[src/design/tosp_pkg.sv]
package tosp_pkg;

	// Field widths
	localparam int DATA_W     = 32;
	localparam int SAMPLE_W   = 24;
	localparam int PROD_W     = 64;
	localparam int FRAC_SHIFT = 12;
	localparam int STEP_W     = PROD_W - FRAC_SHIFT;

	// Reciprocal sample rate after reset (48 kHz)
	localparam logic [DATA_W-1:0] ISR_RESET = 32'd89478;

	// Phase step bounds: plus or minus half a cycle
	localparam logic signed [STEP_W-1:0] STEP_MAX   = 52'sd2147483648;
	localparam logic signed [STEP_W-1:0] STEP_MIN   = -STEP_MAX;
	localparam logic        [DATA_W-1:0] HALF_CYCLE = 32'h8000_0000;

	// Sync value of exactly 1.0 in Q8.24
	localparam logic signed [DATA_W-1:0] SYNC_ONE = 32'sd16777216;

	// Full-scale sample (1.0 with 22 fractional bits)
	localparam logic signed [SAMPLE_W-1:0] SAMPLE_ONE = 24'sd4194304;

	// Stage one contents handed from the front end to the phase core
	typedef struct packed {
		logic                     vld;
		logic signed [STEP_W-1:0] step_raw;
		logic [DATA_W-1:0]        delta;
		logic                     sync_hit;
		logic [DATA_W-1:0]        sync_phase;
	} tosp_s1_t;

endpackage

[src/design/tosp_in_if.sv]
interface tosp_in_if;
	import tosp_pkg::*;

	logic                     valid;
	logic                     ready;
	logic signed [DATA_W-1:0] freq_hz;
	logic        [DATA_W-1:0] pm_offset;
	logic signed [DATA_W-1:0] sync_value;

	modport source (output valid, output freq_hz, output pm_offset, output sync_value,
		input ready);
	modport sink (input valid, input freq_hz, input pm_offset, input sync_value,
		output ready);
endinterface

[src/design/tosp_out_if.sv]
interface tosp_out_if;
	import tosp_pkg::*;

	logic                       valid;
	logic                       ready;
	logic signed [SAMPLE_W-1:0] wave_sample;

	modport source (output valid, output wave_sample, input ready);
	modport sink (input valid, input wave_sample, output ready);
endinterface

[src/design/tosp_cfg_if.sv]
interface tosp_cfg_if;
	import tosp_pkg::*;

	logic              valid;
	logic              ready;
	logic [DATA_W-1:0] inv_sample_rate;

	modport source (output valid, output inv_sample_rate, input ready);
	modport sink (input valid, input inv_sample_rate, output ready);
endinterface

[src/design/triangle_oscillator_sync_pm_unit.sv]
// Triangle oscillator with phase sync and phase modulation.
// sample_in carries one item per sample: freq_hz (signed Q20.12),
// pm_offset (unsigned Q0.32) and sync_value (signed Q8.24). sample_out
// returns one wave_sample per item, signed with 22 fractional bits, in order.
// cfg writes inv_sample_rate (unsigned Q0.32); it is always ready and should
// be written only while no sample is in flight.
// An accepted item is registered in stage one and then in the output register;
// a stall at the output can hold it in stage one between the two.
// Throughput is one item per cycle while the receiver does not stall,
// set by the single phase accumulator update in the output stage.
// When the receiver stalls, the output register holds its sample and the
// stage-one register still takes one more item; after that sample_in.ready
// drops until the output is taken.
// Reset (arst_n low) clears the phase, the previous offset and both valid
// flags, and loads inv_sample_rate with 89478 (48 kHz).
module triangle_oscillator_sync_pm_unit (
	input  logic       clk,
	input  logic       arst_n,
	tosp_in_if.sink    sample_in,
	tosp_out_if.source sample_out,
	tosp_cfg_if.sink   cfg
);
	import tosp_pkg::*;

	logic [DATA_W-1:0] isr_q;
	logic              adv;
	tosp_s1_t          s1;

	// Configuration register
	assign cfg.ready = 1'b1;

	always_ff @(posedge clk or negedge arst_n) begin
		if (!arst_n) begin
			isr_q <= ISR_RESET;
		end else if (cfg.valid && cfg.ready) begin
			isr_q <= cfg.inv_sample_rate;
		end
	end

	tosp_front u_front (
		.clk             (clk),
		.arst_n          (arst_n),
		.sample_in       (sample_in),
		.inv_sample_rate (isr_q),
		.adv             (adv),
		.s1              (s1)
	);

	tosp_core u_core (
		.clk        (clk),
		.arst_n     (arst_n),
		.s1         (s1),
		.sample_out (sample_out),
		.adv        (adv)
	);

`ifndef ASSERT_OFF
	a_in_to_s1: assert property (@(posedge clk) disable iff (!arst_n)
		sample_in.valid && sample_in.ready |=> s1.vld)
		else $error("accepted item did not reach stage one");

	a_full_stall: assert property (@(posedge clk) disable iff (!arst_n)
		s1.vld && sample_out.valid && !sample_out.ready |-> !sample_in.ready)
		else $error("input taken while both stages are full and stalled");

	a_s1_to_out: assert property (@(posedge clk) disable iff (!arst_n)
		s1.vld && (!sample_out.valid || sample_out.ready) |=> sample_out.valid)
		else $error("stage one item lost on its way to the output");

	a_range: assert property (@(posedge clk) disable iff (!arst_n)
		sample_out.valid |-> ($signed(sample_out.wave_sample) <= SAMPLE_ONE &&
			$signed(sample_out.wave_sample) >= -SAMPLE_ONE))
		else $error("triangle sample out of range");
`endif

endmodule

[src/design/tosp_front.sv]
module tosp_front (
	input  logic                      clk,
	input  logic                      arst_n,
	tosp_in_if.sink                   sample_in,
	input  logic [tosp_pkg::DATA_W-1:0] inv_sample_rate,
	input  logic                      adv,
	output tosp_pkg::tosp_s1_t        s1
);
	import tosp_pkg::*;

	logic signed [PROD_W-1:0] prod;
	logic        [DATA_W-1:0] prev_offset_q;
	logic                     take;
	tosp_s1_t                 stage_s1;

	// Stage one may refill when empty or when the core drains it
	assign sample_in.ready = !stage_s1.vld || adv;
	assign take            = sample_in.valid && sample_in.ready;

	// Frequency times reciprocal sample rate, Q20.44
	assign prod = PROD_W'(sample_in.freq_hz) * PROD_W'($signed({1'b0, inv_sample_rate}));

	// Register the floored step, offset change and sync decision
	always_ff @(posedge clk or negedge arst_n) begin
		if (!arst_n) begin
			stage_s1      <= '0;
			prev_offset_q <= '0;
		end else if (sample_in.ready) begin
			stage_s1.vld <= sample_in.valid;
			if (take) begin
				stage_s1.step_raw   <= prod[PROD_W-1:FRAC_SHIFT];
				stage_s1.delta      <= sample_in.pm_offset - prev_offset_q;
				stage_s1.sync_hit   <= (sample_in.sync_value > 0) &&
					(sample_in.sync_value <= SYNC_ONE);
				stage_s1.sync_phase <= {sample_in.sync_value[DATA_W-9:0], 8'h00};
				prev_offset_q       <= sample_in.pm_offset;
			end
		end
	end

	assign s1 = stage_s1;

endmodule

[src/design/tosp_core.sv]
module tosp_core (
	input  logic               clk,
	input  logic               arst_n,
	input  tosp_pkg::tosp_s1_t s1,
	tosp_out_if.source         sample_out,
	output logic               adv
);
	import tosp_pkg::*;

	logic [DATA_W-1:0]   phase_q;
	logic [DATA_W-1:0]   mid;
	logic [DATA_W-1:0]   step;
	logic [SAMPLE_W-1:0] sample_q;
	logic                vld_q;
	logic                clip;

	// Fold the top 24 phase bits into a triangle
	function automatic logic [SAMPLE_W-1:0] fold(input logic [DATA_W-1:0] phase);
		logic [SAMPLE_W-1:0] t;
		t = phase[DATA_W-1:DATA_W-SAMPLE_W];
		if (t[SAMPLE_W-1] ^ t[SAMPLE_W-2])
			return {1'b1, {(SAMPLE_W-1){1'b0}}} - t;
		return t;
	endfunction

	// Clip the step to half a cycle either way
	assign clip = (s1.step_raw > STEP_MAX) || (s1.step_raw < STEP_MIN);
	assign step = clip ? HALF_CYCLE : s1.step_raw[DATA_W-1:0];

	// Phase seen by this sample: sync load or offset modulation
	assign mid = s1.sync_hit ? s1.sync_phase : phase_q + s1.delta;

	// Output register frees up when empty or taken
	assign adv = !vld_q || sample_out.ready;

	// Advance phase and output valid
	always_ff @(posedge clk or negedge arst_n) begin
		if (!arst_n) begin
			vld_q   <= 1'b0;
			phase_q <= '0;
		end else if (adv) begin
			vld_q <= s1.vld;
			if (s1.vld)
				phase_q <= mid + step;
		end
	end

	// Hold the sample until it is taken
	always_ff @(posedge clk) begin
		if (adv && s1.vld)
			sample_q <= fold(mid);
	end

	assign sample_out.valid       = vld_q;
	assign sample_out.wave_sample = sample_q;

endmodule
[src/flat_wrapper.sv]
// flat-port wrapper written by rule: the top's interface ports become plain ports
module triangle_oscillator_sync_pm_unit_flat import tosp_pkg::*;
  (clk, arst_n, sample_in_valid, sample_in_freq_hz, sample_in_pm_offset, sample_in_sync_value, sample_in_ready, sample_out_valid, sample_out_wave_sample, sample_out_ready, cfg_valid, cfg_inv_sample_rate, cfg_ready);
  tosp_in_if sample_in_i ();
  tosp_out_if sample_out_i ();
  tosp_cfg_if cfg_i ();
  input  logic clk;
  input  logic arst_n;
  input wire logic [$bits(sample_in_i.valid)-1:0] sample_in_valid;
  input wire logic [$bits(sample_in_i.freq_hz)-1:0] sample_in_freq_hz;
  input wire logic [$bits(sample_in_i.pm_offset)-1:0] sample_in_pm_offset;
  input wire logic [$bits(sample_in_i.sync_value)-1:0] sample_in_sync_value;
  output wire logic [$bits(sample_in_i.ready)-1:0] sample_in_ready;
  output wire logic [$bits(sample_out_i.valid)-1:0] sample_out_valid;
  output wire logic [$bits(sample_out_i.wave_sample)-1:0] sample_out_wave_sample;
  input wire logic [$bits(sample_out_i.ready)-1:0] sample_out_ready;
  input wire logic [$bits(cfg_i.valid)-1:0] cfg_valid;
  input wire logic [$bits(cfg_i.inv_sample_rate)-1:0] cfg_inv_sample_rate;
  output wire logic [$bits(cfg_i.ready)-1:0] cfg_ready;
  assign sample_in_i.valid = sample_in_valid;
  assign sample_in_i.freq_hz = sample_in_freq_hz;
  assign sample_in_i.pm_offset = sample_in_pm_offset;
  assign sample_in_i.sync_value = sample_in_sync_value;
  assign sample_in_ready = sample_in_i.ready;
  assign sample_out_valid = sample_out_i.valid;
  assign sample_out_wave_sample = sample_out_i.wave_sample;
  assign sample_out_i.ready = sample_out_ready;
  assign cfg_i.valid = cfg_valid;
  assign cfg_i.inv_sample_rate = cfg_inv_sample_rate;
  assign cfg_ready = cfg_i.ready;
  triangle_oscillator_sync_pm_unit u_core (.clk(clk), .arst_n(arst_n), .sample_in(sample_in_i), .sample_out(sample_out_i), .cfg(cfg_i));
endmodule
[config.mk]
export PLATFORM = sky130hd
export DESIGN_NAME = triangle_oscillator_sync_pm_unit_flat
export DESIGN_NICKNAME = d
export VERILOG_FILES = /design/src/design/tosp_pkg.sv /design/src/design/tosp_in_if.sv /design/src/design/tosp_out_if.sv /design/src/design/tosp_cfg_if.sv /design/src/design/triangle_oscillator_sync_pm_unit.sv /design/src/design/tosp_front.sv /design/src/design/tosp_core.sv /design/src/flat_wrapper.sv
export SDC_FILE = /design/constraint.sdc
export NUM_CORES = 2
export LEC_CHECK = 0
export CELL_PAD_IN_SITES_DETAIL_PLACEMENT = 2
export CELL_PAD_IN_SITES_GLOBAL_PLACEMENT = 2
export CORE_MARGIN = 2
export CORE_UTILIZATION = 39
export DETAILED_ROUTE_END_ITERATION = 7
export DONT_BUFFER_PORTS = 1
export PLACE_DENSITY = 0.8
export SYNTH_ARGS = -nofsm -noshare
export SYNTH_HDL_FRONTEND = slang
export SYNTH_SLANG_ARGS = --single-unit
export TNS_END_PERCENT = 5
[constraint.sdc]
create_clock -name clk -period 7 [get_ports clk]
set_input_delay 1.4 -clock clk [delete_from_list [all_inputs] [get_ports clk]]
set_output_delay 1.4 -clock clk [all_outputs]
set_load 0.02 [all_outputs]
* Word level (Yosys, flattened, before mapping)
Index checks and enable logic that the tools add are counted.
** Word-level totals
- Register bits after elaboration :: 231
- Input port bits :: 133
- Word-level logic and storage cells :: 36
** Operators by class
- $lt $le $gt $ge :: 4
- Bitwise logic cells :: 1
- Add/sub/neg operators :: 4
- Reductions and logical operators :: 10
- Multiply operators :: 1
- Muxes and demuxes :: 6
** Operators by type and width (number)
- $add A32 B32 Y32 :: 2
- $mul A32 B33 Y64 :: 1
- $mux W32 :: 2
- $gt A52 B33 Y1 const B :: 1
- $lt A52 B32 Y1 const B :: 1
- $mux W24 :: 2
- $gt A32 B1 Y1 const B :: 1
- $le A32 B26 Y1 const B :: 1
- $sub A32 B32 Y32 :: 1
- $sub A24 B24 Y24 const A :: 1
- $reduce_and A2 Y1 :: 2
- $logic_and A1 B1 Y1 :: 3
- $logic_or A1 B1 Y1 :: 3
- $logic_not A1 Y1 :: 2
- $mux W1 :: 2
- $xor A1 B1 Y1 :: 1

* Depth between registers and ports, before layout
- Word-level depth :: 6
- Gate-level depth with buffers :: 30

* By module
Synthesis repeated with hierarchy kept, for this count alone.
** Unflattened totals
- Cell total of the unflattened synthesis :: 5347
- Area, all modules :: 48519.0 um^2
** Modules (own cells, without submodules)
- tosp_front :: times used 1, cells an instance 4510, seq. area each 3553.4 um^2, area each 40700.3 um^2
- tosp_core :: times used 1, cells an instance 767, seq. area each 1546.5 um^2, area each 6451.2 um^2
- triangle_oscillator_sync_pm_unit :: times used 1, cells an instance 70, seq. area each 812.0 um^2, area each 1367.6 um^2

* Worst setup path after synthesis
No wires, ideal clock.
- Path type :: input-to-reg
- Start :: in sample_in_freq_hz[31]
- End :: reg u_core.u_front.stage_s1 (netlist bit u_core.u_front.s1[108])
- Arrival :: 8328 ps
- Path slack :: -1411 ps
- Setup time :: 83 ps
- Data required time :: 6917 ps
- Path buffers :: 2
- Stages on the path :: 26
- Path through :: clkinv_1 clkbuf_1 fa_1 inv_1 fa_1 inv_1 fa_1 fa_1 inv_1 fa_1 fa_1 fa_1 inv_1 fa_1 inv_1 ha_1 clkbuf_1 nand4_1 or2_2 or3_1 nor3_1 and3b_1 o31ai_2 a31oi_1 xor2_1 o21ai_0
** Between the ends
- Cells in the longest elaborated chain, start to end :: 1
** Ends and longest elaborated chain
- start, declared :: RTL line flat_wrapper.sv:10 : input wire logic [$bits(sample_in_i.freq_hz)-1:0] sample_in_freq_hz;
- $mul A32 B33 Y64 :: RTL line tosp_front.sv:21 : assign prod = PROD_W'(sample_in.freq_hz) * PROD_W'($signed({1'b0, inv_sample_rate}));
- end, declared :: RTL line tosp_front.sv:14 : tosp_s1_t stage_s1;
Every way passes these cells.
A chain may end at the register's enable or synchronous reset.

* Final worst setup path
- Start :: reg u_core.isr_q[31]
- End :: reg u_core.u_front.stage_s1 (netlist bit u_core.u_front.s1[113])
** Between the ends
- Cells in the longest elaborated chain, start to end :: 1
** Ends and longest elaborated chain
- start, declared :: RTL line triangle_oscillator_sync_pm_unit.sv:25 : logic [DATA_W-1:0] isr_q;
- start signal, assigned :: RTL line triangle_oscillator_sync_pm_unit.sv:36 : isr_q <= cfg.inv_sample_rate;
- $mul A32 B33 Y64 :: RTL line tosp_front.sv:21
Every way passes these cells.

==> impl_metrics.env <==
export IMPL_status="finished with violations"
export IMPL_violations="setup timing"
export IMPL_setup_violations=48
export IMPL_cpMostUsedCell="fa_1"
export IMPL_fin_ws_ps=-2070
export IMPL_clk_pin_slew_ps=100
export IMPL_die_h_um=356
export IMPL_rows=128
export IMPL_path_delay_family="adder cells"
export IMPL_gp_congestion=0.886
export IMPL_clk_insertion_delay_late_ps=650
export IMPL_antenna_found_initial=13
export IMPL_timing_rr_end="u_core.u_front.s1[113]"
export IMPL_die_w_um=356
export IMPL_r2r_start="u_core.isr_q[31]"
export IMPL_final_instance_count_excl_fill=7132
export IMPL_cts_sinks=231
export IMPL_ys_dominant_reg_cell="dfrtp_1"
export IMPL_mappedNetlistNets=6769
export IMPL_drc=0
export IMPL_num_io_pins=160
export IMPL_ant_nets=0
export IMPL_grt_overflow_total=0
export IMPL_first_iter_violations=3487
export IMPL_worst_pin_slew_ps=1070
export IMPL_clockBufferDepth=3
export IMPL_rsz0062_at_grt="true"
export IMPL_grt_max_degree=208
export IMPL_maxSlewHeadroom=0.287
export IMPL_max_freq_mhz=110
export IMPL_hpwlAfterDp_um=163000
export IMPL_dieArea_sq_um=126000
export IMPL_criticalPathCategory="reg -> reg"
export IMPL_grt_pass1_vias=49700
export IMPL_maxCapViolations=0
export IMPL_synthCells=5356
export IMPL_clockRootBuffer="clkbuf_16"
export IMPL_synth_edff_count=24
export IMPL_drt_first_pass_iters=5
export IMPL_netlist_area_sq_um=48200
export IMPL_skew_ps=51.4
export IMPL_yosysWarnings=0
export IMPL_num_vias=43000
export IMPL_tritoncts="done"
export IMPL_slowest_stage="fa_1"
export IMPL_core_sq_um=122000
export IMPL_vias_per_cell=6.03
export IMPL_cpPeakStageDelay_ps=960
export IMPL_portBuffers=0
export IMPL_crit_arrival_ps=9620
export IMPL_syn_area_per_cell_sq_um=9.00
export IMPL_initial_core_util=0.394
export IMPL_finalHoldViolCount=0
export IMPL_crit_chain="buf_6, nand2_1, fa_1, inv_1, ha_1, inv_1, fa_1, fa_1, inv_1, fa_1, fa_1, fa_1, ha_1, ha_1, buf_4, nand2_1, nor2_1, o2111ai_2, o21ai_4, a31oi_4, o221a_4, or4_1, nand3_1"
export IMPL_critPathMaxFanout=24
export IMPL_fin_crit_sh=1.30
export IMPL_synth_cell_type_count=88
export IMPL_final_max_slew_violation_count=0
export IMPL_drive_gt1_frac=0.123
export IMPL_synthToLayoutAreaGrowth_pct=13.4
export IMPL_period_needed_ps=9070
export IMPL_avgRoutedWirePerCell_um=34.2
export IMPL_gr_usage_all_layers=0.357
export IMPL_synth_async_reset_ratio=0.896
export IMPL_grt_first_pass_wirelength_um=334000
export IMPL_critPathLaunchType="register"
export IMPL_yosysSeqAreaShare=0.123
export IMPL_final_core_util=0.447
export IMPL_cts_htree_levels=2
export IMPL_synth_seq_cells=231
export IMPL_dp_cells=7042
export IMPL_worst_path_stages=23
export IMPL_wl_um=244000
export IMPL_crit_buf_inv=5
export IMPL_rrSetupSlack_ps=-2070
export IMPL_required_ps=7540
export IMPL_cts_buffers_inserted=35
export IMPL_rr_worst_depth=23
export IMPL_hp_class="in -> async"
export IMPL_nets=6885
export IMPL_crit_path_end_kind="register"
## per-stage QoR
| stage | TNS [ps] | setup slack [ps] | cell area [sq um] | hold slack, ps |
|---|---|---|---|---|
| floorplan | -28960 | -1040 | 48500 | 438 |
| finish | -54460 | -2070 | 54700 | 490 |
| detailed placement | -71290 | -2070 | 52300 | 462 |
| CTS | -27080 | -1010 | 54200 | 443 |
| global route | -56270 | -2060 | 54700 | 474 |
| global placement | -48570 | -1570 | 52300 | 459 |
## registers in the layout, indices dropped and copies added (netlist names)
register / cells
u_core.u_core.sample_out.valid: 1
u_core.u_core.phase_q: 32
u_core.u_front.prev_offset_q: 32
u_core.u_core.sample_out.wave_sample: 24
u_core.u_front.s1: 110
u_core.isr_q: 32
## how the worst max path moves through the flow
stage	startpoint	endpoint	slack, ps
after floorplan	sample_in_freq_hz[17]	u_core.u_front.s1[109]	-1040
after global placement	sample_in_freq_hz[8]	u_core.u_front.s1[105]	-1570
after detailed placement	sample_in_freq_hz[5]	u_core.u_front.s1[113]	-2070
after CTS	sample_in_freq_hz[21]	u_core.u_front.s1[96]	-1010
after global routing	u_core.isr_q[31]	u_core.u_front.s1[113]	-2060
final	u_core.isr_q[31]	u_core.u_front.s1[113]	-2070
## repair_timing
item                       4_1_cts  5_1_grt
setup endpoints to repair       45       50
hold buffers                     0        0
resized for setup              142       93
pin swaps                       55       42
buffers inserted                10        8
## layout by cell type (no fill, tap or decap), types with 15 or more instances in the layout
cell type,n
nor2b_1,46
buf_12,38
dfrtp_1,197
a31oi_1,16
inv_1,965
inv_2,15
a211oi_1,21
and3_1,20
a21o_1,94
o211ai_1,19
xnor2_1,69
nand2b_1,33
fa_1,875
and2_1,602
nor4_1,27
edfxtp_1,24
fa_2,24
a21oi_2,20
o21bai_1,16
mux2_2,38
a21oi_1,117
nand4_1,31
o31ai_1,18
nand2_1,714
buf_4,311
nand3_1,35
ha_1,365
o21a_1,28
o21ai_2,15
nor2_1,90
o21ai_0,173
o21ai_1,28
xor2_1,47
clkbuf_16,35
nor3_1,35
## final cells by class
class                   instances  area, sq um
diodes                          9         22.5
clock buffers                  39          921
clock inverters                24          357
fillers                     13000        67500
inverters                     981         3690
multi-input cells            3867        38600
flip-flops and latches        231         5920
well taps                    1625         2030
repair buffers                356         3180
## logic make-up (layout without fill, tap and decap cells)
group           after synthesis  after routing  share of synthesized area
simple gates               1736           1736                      0.183
compound gates              669            669                     0.0884
xor+xnor                    134            134                     0.0245
mux                          47             47                     0.0107
other cells                   1             10                  0.0000778
buf+inv                    1258           1400                     0.0984
fa+ha+maj                  1280           1280                      0.472
flops                       231            231                      0.123
## cell usage after synthesis (4+ instances only)
cell type  instances  share of area
a211o_1           10         0.0018
a211oi_1          28         0.0044
a21boi_0           7         0.0011
a21o_1            94          0.015
a21oi_1          139          0.014
a221oi_1           4        0.00073
a31oi_1           19         0.0025
and2_1           618          0.080
and3_1            21         0.0027
and4_1             9         0.0016
buf_1              9        0.00070
buf_2              6        0.00062
clkbuf_1         259          0.020
dfrtp_1          198           0.10
dfstp_2            9         0.0049
edfxtp_1          24          0.015
fa_1             899           0.37
ha_1             381          0.099
inv_1            980          0.076
mux2_2            38         0.0089
mux2i_1            9         0.0019
nand2_1          719          0.056
nand2b_1          33         0.0043
nand3_1           35         0.0036
nand3b_1           7         0.0011
nand4_1           31         0.0040
nor2_1            97         0.0076
nor2b_1           48         0.0062
nor3_1            42         0.0044
nor4_1            28         0.0036
o2111ai_1          7         0.0013
o211ai_1          19         0.0030
o21a_1            28         0.0044
o21ai_0          213          0.022
o21ai_1            6        0.00062
o21bai_1          19         0.0030
o31ai_1           23         0.0036
o41ai_1            5        0.00091
or2_2              9         0.0012
or3_1             16         0.0021
xnor2_1           80          0.015
xor2_1            53         0.0096
## routing by layer
| metal | vias up | global-route usage | share of wire |
|---|---|---|---|
| li1 | 16800 | - | - |
| met1 | 22200 | 0.376 | 0.34 |
| met2 | 2560 | 0.638 | 0.49 |
| met3 | 1421 | 0.0762 | 0.077 |
| met4 | 12 | 0.241 | 0.10 |
| met5 | - | 0 | 0.00032 |
Power is not shown: default switching activity piles up to over one toggle a cycle in this logic, so the estimate is an artifact.
